===== src/rtl/kmls_pkg.sv =====
// ----------------------------------------------------------------------------
// kmls_pkg
// Shared types and constants for the key matrix lockout scanner.
// ----------------------------------------------------------------------------
package kmls_pkg;

  localparam int ROWS = 5;
  localparam int COLS = 5;
  localparam int MASK_BITS = 25;
  localparam int LEVEL_BITS = 5;

  localparam int ROW_FIELD_W = 3;
  localparam int COL_FIELD_W = 3;
  localparam int TIME_W = 32;
  localparam int LOCKOUT_W = 16;

  localparam int ROW_IDX_W = (ROWS > 1) ? $clog2(ROWS) : 1;
  localparam int MASK_IDX_W = (MASK_BITS > 1) ? $clog2(MASK_BITS) : 1;

  localparam int CFG_IDX_W = 2;
  localparam int CFG_DATA_W = 25;
  localparam logic [CFG_IDX_W-1:0] REG_LOCKOUT = 2'd0;
  localparam logic [CFG_IDX_W-1:0] REG_REPORT_MASK = 2'd1;

  localparam logic [LOCKOUT_W-1:0] LOCKOUT_RESET = 16'd50;
  localparam logic [MASK_BITS-1:0] MASK_RESET = {MASK_BITS{1'b1}};

  localparam int Q_DEPTH = 4;
  localparam int Q_PTR_W = $clog2(Q_DEPTH);
  localparam int Q_CNT_W = $clog2(Q_DEPTH + 1);

  typedef struct packed {
    logic [ROW_FIELD_W-1:0] scan_row;
    logic [LEVEL_BITS-1:0]  column_levels;
    logic [TIME_W-1:0]      now_ms;
  } in_item_t;

  typedef struct packed {
    logic [COL_FIELD_W-1:0] key_column;
    logic [ROW_FIELD_W-1:0] key_row;
    logic                   last_event;
  } out_item_t;

  typedef struct packed {
    logic [ROW_FIELD_W-1:0] row;
    logic [COLS-1:0]        mask;
  } evt_t;

  typedef struct packed {
    logic full;
    logic empty;
  } q_status_t;

endpackage


===== src/rtl/kmls_front.sv =====
// ----------------------------------------------------------------------------
// kmls_front
// Holds the configuration and the per-key deadlines, updates one scanned row
// per accepted word and queues the mask of reported presses.
// ----------------------------------------------------------------------------
module kmls_front (
  input  logic                                 clk,
  input  logic                                 rst,
  input  logic                                 in_valid,
  output logic                                 in_ready,
  input  kmls_pkg::in_item_t                   in_item,
  input  logic                                 cfg_write,
  input  logic [kmls_pkg::CFG_IDX_W-1:0]       cfg_index,
  input  logic [kmls_pkg::CFG_DATA_W-1:0]      cfg_data,
  input  kmls_pkg::q_status_t                  q_status,
  output logic                                 push,
  output kmls_pkg::evt_t                       push_evt
);
  import kmls_pkg::*;

  logic [LOCKOUT_W-1:0] lockout_ms;
  logic [MASK_BITS-1:0] report_mask;
  logic [TIME_W-1:0]    deadline [ROWS][COLS];
  logic [TIME_W-1:0]    deadline_next [COLS];
  logic [COLS-1:0]      report;
  logic [ROW_IDX_W-1:0] row_sel;
  logic                 row_ok;
  logic                 accept;
  logic [TIME_W-1:0]    new_deadline;

  assign in_ready = !q_status.full;
  assign accept = in_valid && in_ready;
  assign row_sel = in_item.scan_row[ROW_IDX_W-1:0];
  assign row_ok = {{(32-ROW_FIELD_W){1'b0}}, in_item.scan_row} < 32'(ROWS);
  assign new_deadline = in_item.now_ms + {{(TIME_W-LOCKOUT_W){1'b0}}, lockout_ms};

  always_comb begin
    logic [TIME_W-1:0] cur;
    logic              pressed;
    logic              fire;
    int                key;
    for (int c = 0; c < COLS; c++) begin
      cur = deadline[row_sel][c];
      if (cur < in_item.now_ms) begin
        cur = '0;
      end
      pressed = (c < LEVEL_BITS) ? !in_item.column_levels[c] : 1'b0;
      fire = pressed && (cur == '0);
      deadline_next[c] = fire ? new_deadline : cur;
      key = int'(row_sel) * COLS + c;
      report[c] = fire && (key < MASK_BITS) && report_mask[key[MASK_IDX_W-1:0]];
    end
  end

  assign push = accept && row_ok && (|report);
  assign push_evt.row = in_item.scan_row;
  assign push_evt.mask = report;

  always_ff @(posedge clk) begin
    if (rst) begin
      lockout_ms <= LOCKOUT_RESET;
      report_mask <= MASK_RESET;
    end else if (cfg_write) begin
      case (cfg_index)
        REG_LOCKOUT:     lockout_ms <= cfg_data[LOCKOUT_W-1:0];
        REG_REPORT_MASK: report_mask <= cfg_data[MASK_BITS-1:0];
        default:         ;
      endcase
    end
  end

  always_ff @(posedge clk) begin
    if (rst) begin
      for (int r = 0; r < ROWS; r++) begin
        for (int c = 0; c < COLS; c++) begin
          deadline[r][c] <= '0;
        end
      end
    end else if (accept && row_ok) begin
      for (int c = 0; c < COLS; c++) begin
        deadline[row_sel][c] <= deadline_next[c];
      end
    end
  end

endmodule


===== src/rtl/kmls_fifo.sv =====
// ----------------------------------------------------------------------------
// kmls_fifo
// Short queue of pending press masks between the row front and the event back.
// ----------------------------------------------------------------------------
module kmls_fifo (
  input  logic                clk,
  input  logic                rst,
  input  logic                push,
  input  kmls_pkg::evt_t      push_evt,
  input  logic                pop,
  output kmls_pkg::evt_t      head,
  output kmls_pkg::q_status_t q_status
);
  import kmls_pkg::*;

  evt_t               entry [Q_DEPTH];
  logic [Q_PTR_W-1:0] wr_ptr;
  logic [Q_PTR_W-1:0] rd_ptr;
  logic [Q_CNT_W-1:0] count;

  assign head = entry[rd_ptr];
  assign q_status.full = (count == Q_CNT_W'(Q_DEPTH));
  assign q_status.empty = (count == '0);

  always_ff @(posedge clk) begin
    if (push) begin
      entry[wr_ptr] <= push_evt;
    end
  end

  always_ff @(posedge clk) begin
    if (rst) begin
      wr_ptr <= '0;
      rd_ptr <= '0;
      count <= '0;
    end else begin
      if (push) begin
        wr_ptr <= wr_ptr + 1'b1;
      end
      if (pop) begin
        rd_ptr <= rd_ptr + 1'b1;
      end
      case ({push, pop})
        2'b10:   count <= count + 1'b1;
        2'b01:   count <= count - 1'b1;
        default: ;
      endcase
    end
  end

endmodule


===== src/rtl/kmls_back.sv =====
// ----------------------------------------------------------------------------
// kmls_back
// Turns each queued press mask into one event word per key, lowest column
// first, and flags the final event of the row.
// ----------------------------------------------------------------------------
module kmls_back (
  input  logic                clk,
  input  logic                rst,
  input  kmls_pkg::evt_t      head,
  input  kmls_pkg::q_status_t q_status,
  output logic                pop,
  output logic                out_valid,
  input  logic                out_ready,
  output kmls_pkg::out_item_t out_item
);
  import kmls_pkg::*;

  logic                   work_valid;
  evt_t                   work;
  evt_t                   eff;
  logic                   eff_valid;
  logic                   slot_free;
  logic                   fire;
  logic [COLS-1:0]        low_bit;
  logic [COL_FIELD_W-1:0] sel_col;
  logic [COLS-1:0]        rem;

  assign eff_valid = work_valid || !q_status.empty;
  assign eff = work_valid ? work : head;
  assign slot_free = !out_valid || out_ready;
  assign fire = slot_free && eff_valid;
  assign pop = fire && !work_valid;

  always_comb begin
    low_bit = '0;
    sel_col = '0;
    for (int c = COLS - 1; c >= 0; c--) begin
      if (eff.mask[c]) begin
        low_bit = COLS'(1) << c;
        sel_col = COL_FIELD_W'(c);
      end
    end
  end

  assign rem = eff.mask & ~low_bit;

  always_ff @(posedge clk) begin
    if (rst) begin
      out_valid <= 1'b0;
      work_valid <= 1'b0;
    end else begin
      if (slot_free) begin
        out_valid <= eff_valid;
      end
      if (fire) begin
        work_valid <= |rem;
      end
    end
  end

  always_ff @(posedge clk) begin
    if (fire) begin
      out_item.key_column <= sel_col;
      out_item.key_row <= eff.row;
      out_item.last_event <= !(|rem);
      work.row <= eff.row;
      work.mask <= rem;
    end
  end

endmodule


===== src/rtl/key_matrix_lockout_scanner.sv =====
// ----------------------------------------------------------------------------
// key_matrix_lockout_scanner
// Press detector with per-key lockout for a 5x5 key matrix.
// ----------------------------------------------------------------------------
// One scanned row word is accepted per clock while the queue is not full: the
// five key checks of a row (deadline expiry, press test, new deadline) run
// side by side in combinational logic, and the deadlines live in flip-flops
// cleared by reset. Reported presses wait in a four-entry queue, and the
// output side sends one event word per clock while the output is ready. The
// first event of a row passes through the queue and the output register after
// its row word is accepted. The input is held off only while the queue is
// full, which happens when rows carry more presses than the output drains.
module key_matrix_lockout_scanner (
  input  logic                            clk,
  input  logic                            rst,
  input  logic                            in_valid,
  output logic                            in_ready,
  input  kmls_pkg::in_item_t              in_item,
  output logic                            out_valid,
  input  logic                            out_ready,
  output kmls_pkg::out_item_t             out_item,
  input  logic                            cfg_write,
  input  logic [kmls_pkg::CFG_IDX_W-1:0]  cfg_index,
  input  logic [kmls_pkg::CFG_DATA_W-1:0] cfg_data
);
  import kmls_pkg::*;

  logic      push;
  evt_t      push_evt;
  logic      pop;
  evt_t      head;
  q_status_t q_status;

  kmls_front u_front (
    .clk       (clk),
    .rst       (rst),
    .in_valid  (in_valid),
    .in_ready  (in_ready),
    .in_item   (in_item),
    .cfg_write (cfg_write),
    .cfg_index (cfg_index),
    .cfg_data  (cfg_data),
    .q_status  (q_status),
    .push      (push),
    .push_evt  (push_evt)
  );

  kmls_fifo u_fifo (
    .clk      (clk),
    .rst      (rst),
    .push     (push),
    .push_evt (push_evt),
    .pop      (pop),
    .head     (head),
    .q_status (q_status)
  );

  kmls_back u_back (
    .clk       (clk),
    .rst       (rst),
    .head      (head),
    .q_status  (q_status),
    .pop       (pop),
    .out_valid (out_valid),
    .out_ready (out_ready),
    .out_item  (out_item)
  );

endmodule


===== config.mk =====
export PLATFORM = sky130hd
export DESIGN_NAME = key_matrix_lockout_scanner
export DESIGN_NICKNAME = d
export VERILOG_FILES = /design/src/rtl/kmls_pkg.sv /design/src/rtl/kmls_front.sv /design/src/rtl/kmls_fifo.sv /design/src/rtl/kmls_back.sv /design/src/rtl/key_matrix_lockout_scanner.sv
export SDC_FILE = /design/constraint.sdc
export NUM_CORES = 2
export LEC_CHECK = 0
export ABC_CLOCK_PERIOD_IN_PS = 12850
export BUFFER_PORTS_ARGS = -buffer_cell sky130_fd_sc_hd__buf_2
export CORE_MARGIN = 2
export CORE_UTILIZATION = 45
export DETAILED_ROUTE_END_ITERATION = 8
export GPL_TIMING_DRIVEN = 0
export PLACE_DENSITY = 0.57
export SYNTH_ARGS = -nofsm -noshare
export SYNTH_HDL_FRONTEND = slang
export SYNTH_SLANG_ARGS = --single-unit

===== constraint.sdc =====
create_clock -name clk -period 12.85 [get_ports clk]
set_input_delay 0.6425 -clock clk [delete_from_list [all_inputs] [get_ports clk]]
set_output_delay 0.6425 -clock clk [all_outputs]
set_load 0.1 [all_outputs]

# --- After elaboration in Yosys (flattened, before gate mapping) ---
# Memory sizes are Yosys's and may differ from the RTL's. A register that Yosys moved wholly into a read port is not among the register bits.
# Index checks and enable logic that the tools add are counted.
# W data, S select, Z words.
word_totals:
  n_memories: 2
  ramBits: 832
  output_inout_bits: 9
  ff_bits: 62
op_classes:
  addsub: 9
  mux: 43
  n_bitwise: 3
  magnitude_cmp: 16
  n_mul: 1
  n_reduce_logical: 48
  eq_ne: 4
mem_list:
  columns: ["memory", "words", "width", "rd", "rd_ports_with_merged_regs", "write_ports", "line", "text"]
  rows:
  - ["u_front.deadline", 5, 160, 1, 0, 5, "kmls_front.sv:23", "logic [TIME_W-1:0] deadline [ROWS][COLS];"]
  - ["u_fifo.entry", 4, 8, 1, 1, 1, "kmls_fifo.sv:16", "evt_t entry [Q_DEPTH];"]
ops:
  columns: ["cell", "n"]
  rows:
  - ["$mux W32", 10]
  - ["$logic_not A32 Y1", 5]
  - ["$lt A32 B32 Y1", 5]
  - ["$lt A32 B6 Y1 const B", 5]
  - ["$mux W160", 1]
  - ["$reduce_or A160 Y1", 1]
  - ["$add A32 B3 Y32 const B", 2]
  - ["$add A32 B16 Y32", 1]
  - ["$add A32 B2 Y32 const B", 1]
  - ["$add A32 B4 Y32 const B", 1]
  - ["$lt A5 B6 Y1 const B", 5]
  - ["$bmux W1 S5", 5]
  - ["$mux W5", 5]
  - ["$logic_and A1 B1 Y1", 20]
  - ["$mux W1", 14]
  - ["$logic_not A1 Y1", 10]
  - ["$reduce_or A5 Y1", 2]
  - ["$mux W2", 4]
  - ["$mux W8", 1]
  - ["$mul A3 B3 Y6 const B", 1]
  - ["$mux W3", 2]
  - ["$pmux W3 S2", 1]
  - ["$reduce_and A2 Y1", 3]
  - ["$and A5 B5 Y5", 1]
  - ["15 further kinds", 18]

# --- Logic depth before layout (Yosys ltp) ---
# An unclocked memory read counts as a cell.
depth:
  ltp_word: 11
  depth_mapped: 26
  ltp_nobuf: 19

# --- Cells and area by module ---
# From an unflattened synthesis, not the netlist that was laid out.
hier_totals:
  hier_cells: 4402
  area_unflattened_um2: 63847.5
modules_own_cells:
  columns: ["module", "seq_area_each_um2", "area_per_inst_um2", "cells_per_inst", "n_inst"]
  rows:
  - ["kmls_front", 39257.7, 61599.1, 4255, 1]
  - ["kmls_fifo", 1141.1, 1591.5, 89, 1]
  - ["kmls_back", 370.4, 656.9, 58, 1]

# --- Worst setup path before layout ---
# No wires, ideal clock.
synth_path:
  path_type: "in2reg"
  start: "input in_item[37] (netlist name)"
  end: "memory u_front.deadline[4][0] (netlist name) (enable)"
  n_path_buf: 7
  path_slack_ns: 0.889
  stages: 10
  arrival_ns: 11.169
  t_required_ns: 12.058
  setup_ns: 0.792
  cell_sequence: "buf_6 > buf_6 > buf_6 > buf_6 > buf_4 > buf_4 > buf_2 > o21ai_0 > nand3_1 > o21ai_0"
synth_lines:
  columns: ["item", "line", "text"]
  rows:
  - ["from (decl)", "key_matrix_lockout_scanner.sv:18", "input kmls_pkg::in_item_t in_item,"]
  - ["to (decl)", "kmls_front.sv:23", null]

==> impl_metrics.py <==
metrics = {
    "critical_path": {
        "worst-path-max-fanout": 10,
        "crit_type": "in2reg",
        "reg2reg_from": "u_front.deadline[5][34]$_DFFE_PP_",
        "start_kind": "input pin",
        "cp.required_ps": 13580,
        "reg2reg_depth": 19,
        "r2r-end": "u_fifo.count[2]$_SDFFE_PP0P_",
        "crit_path_end_kind": "register",
        "reg2reg_slack_ps": 6710,
        "cp.arrival_ps": 10540,
    },
    "floorplanning": {
        "die_area_mm2": 0.147,
        "initial_core_util": 0.452,
        "die_w_um": 383,
        "die_h_um": 383,
        "rows": 139,
        "io_pins": 81,
        "coreArea_mm2": 0.143,
    },
    "global_routing": {
        "grt_pass1_wl_um": 327000,
        "overflow": 0,
        "grt_max_degree": 46,
        "grtUsageTotal": 0.326,
        "antenna_found_initial": 24,
        "grt_pass1_vias": 41900,
    },
    "synth": {
        "synthFlopType": "edfxtp_1",
        "synth-async-reset-ratio": 0,
        "synth_edf_count": 1323,
        "yosysWarnings": 0,
        "synth_seq_area_share": 0.630,
        "syn-cell-area_mm2": 0.0647,
        "avgSynthCellArea_um2": 14.5,
        "synth_cell_types": 94,
        "syn-instance-count": 4450,
        "synth-seq-cells": 1375,
    },
    "run": {
        "drv_cap": 4,
    },
    "hold_path": {
        "whs_path_depth": 3,
        "hold-path-endpoint": "u_front.report_mask[18]$_SDFFE_PP1P_",
        "hold_path_class": "in2reg",
        "hp-start": "cfg_data[18]",
    },
    "clock_tree": {
        "insertion_delay_ps": 820,
        "cts_buffers": 149,
        "htree_levels": 4,
        "cts_tree": "done",
        "clock_sinks": 1375,
        "cts_hold_buf": 0,
        "cts-root-buf": "clkbuf_16",
        "post_cts_buffers": 0,
        "cts_resized": 0,
        "path_clk_slew_ps": 60,
        "clock_path_buffers": 3,
    },
    "placement": {
        "place.gp.congestion": 0.997,
        "dp.cells": 6956,
        "io_buffers": 78,
        "dp_slack_ps": 2600,
        "dp_hpwl_um": 166000,
    },
    "detailed_routing": {
        "via_count": 43900,
        "dr.pass1.iters": 8,
        "routed_wl_um": 239000,
        "wire_per_inst_um": 33.0,
        "via_per_inst": 6.06,
        "drc": 0,
        "drtIter0Drc": 6912,
        "final_antenna_net_count": 0,
    },
    "timing": {
        "worst_pin_slew_ps": 1590,
        "finalCritPeriodShare": 0.764,
        "relSlewSlack": -0.0648,
        "setup_tns_ps": 0,
        "fmax_mhz": 102,
        "setup_ws_ps": 3040,
        "period_minus_slack_ps": 9810,
        "drv_slew": 19,
        "setup_viol": 0,
        "rsz0062_at_grt": "no",
        "hold_viol": 0,
        "fin_skew_ps": 47.5,
    },
    "pwr": {
        "vdd_drop_max_v": 0.000170,
        "cellLeakagePower_nw": 28.9,
        "power.density_mw_per_mm2": 153,
    },
    "finish": {
        "final_nets": 5467,
        "syn_to_final_growth_pct": 16.4,
        "finish.cell_count_without_fillers": 7249,
        "drive_above_1_share": 0.177,
    },
    "run_status": {
        "violations": "max-capacitance violations, max-slew violations",
        "status": "finished, violations left",
    },
}
## worst max path at each step
| stage | start | endpoint | cells after the start |
|---|---|---|---|
| after detailed placement | in_item[38] | u_fifo.count[2]$_SDFFE_PP0P_ | 23 |
| after floorplan | in_item[37] | u_front.deadline[4][0]$_DFFE_PP_ | 10 |
| after global routing | in_item[38] | u_fifo.count[2]$_SDFFE_PP0P_ | 23 |
| after global placement | in_item[38] | u_front.deadline[4][94]$_DFFE_PP_ | 8 |
| after CTS | in_item[38] | u_fifo.count[2]$_SDFFE_PP0P_ | 23 |
| final | in_item[38] | u_fifo.count[2]$_SDFFE_PP0P_ | 23 |
## per-stage QoR
stage	hold slack, ps	instance area [um^2]	power, mW	utilization
final	57.6	75400	11.5	0.526
after global routing	49.4	75300	11.8	0.526
after CTS	19.6	75300	11.5	0.526
after detailed placement	478	70500	7.24	0.492
after global placement	478	69300	7.21	0.484
after floorplan	440	66500	6.51	-
## flip-flops by register name, indices dropped and copies added, names as in the netlist, named ones only
| name | cells |
|---|---|
| u_front.lockout_ms | 16 |
| u_fifo.count | 3 |
| u_back.out_item | 7 |
| u_fifo.wr_ptr | 2 |
| u_front.deadline | 1280 |
| u_front.report_mask | 25 |
| u_back.work_valid | 1 |
| u_back.work | 4 |
| u_back.out_valid | 1 |
| u_fifo.entry | 32 |
| u_fifo.rd_ptr | 2 |
## per-layer routing
metal / up-vias / track usage / routed length, um
met3: 534 / 0.110 / 31500
li1: 18100 / - / -
met5: - / 0 / 145
met2: 2800 / 0.470 / 102000
met4: 24 / 0.161 / 13200
met1: 22500 / 0.441 / 92100
## Yosys cell counts (38+ instances only)
cell	count	share of area
buf_2	48	0.0037
dfxtp_1	52	0.016
and2_1	56	0.0054
ha_1	189	0.037
mux2i_1	98	0.015
o21ai_0	72	0.0056
clkbuf_1	136	0.0079
edfxtp_1	1323	0.61
a22oi_1	62	0.0072
o22ai_1	38	0.0037
nor2_1	749	0.043
nand3_1	74	0.0057
nor3_1	48	0.0037
nand4_1	40	0.0039
mux2_2	86	0.015
a21oi_1	90	0.0070
mux4_2	339	0.12
nand2_1	276	0.016
inv_1	190	0.011
## layout by cell type, fill, tap and decap left out, types with 35 or more instances in the layout
master	synthesis	final
a21o_1	35	35
a21oi_1	90	89
a22o_1	37	37
a22oi_1	62	62
and2_1	56	56
buf_2	48	129
clkbuf_1	136	170
clkbuf_16	0	153
conb_1	1	480
dfxtp_1	52	52
edfxtp_1	1323	1323
ha_1	189	189
inv_1	190	190
mux2_2	86	86
mux2i_1	98	98
mux4_2	339	339
nand2_1	276	268
nand3_1	74	74
nand4_1	40	40
nor2_1	749	749
nor3_1	48	48
o21ai_0	72	70
o22ai_1	38	38
## layout make-up
type | count | area [um^2]
sequential | 1375 | 40800
timing repair buffer | 124 | 1350
buffer | 262 | 1360
fill | 12100 | 67800
multi-input combinational | 3097 | 23900
clock inverter | 79 | 810
inverter | 195 | 732
clock buffer | 193 | 4000
tap | 1903 | 2380
antenna | 21 | 52.6
## where the power goes
group / switching, mW / total [mW] / internal [mW]
logic: 1.33 / 1.93 / 0.593
registers: 0.0769 / 5.29 / 5.22
clock network: 1.85 / 4.29 / 2.44
total: 3.26 / 11.5 / 8.25
## critical path, stage by stage
cell and delay [ps]:
buf_2 200, clkbuf_1 540, inv_2 450, buf_2 460, buf_1 1100, clkbuf_1 1170
buf_2 890, mux2i_1 540, inv_1 150, ha_1 300, o21ai_0 90, a211oi_1 300
o2111ai_1 150, o211a_1 240, o22ai_1 710, a211oi_2 520, o31ai_2 640, ha_1 280
inv_1 70, fa_1 370, xor2_1 160, or3_1 310, a21oi_1 140
## logic make-up after synthesis
logic type | after synthesis | share of synthesized area
AO/OA/AOI/OAI | 486 | 0.0542
buffers and inverters | 457 | 0.0322
adder cells (fa/ha/maj) | 191 | 0.0372
multiplexers | 523 | 0.148
AND/OR/NAND/NOR | 1379 | 0.0931
flip-flops | 1375 | 0.630
XOR/XNOR | 38 | 0.00514
other | 1 | 0.0000579
(Power assumes the default switching activity.)
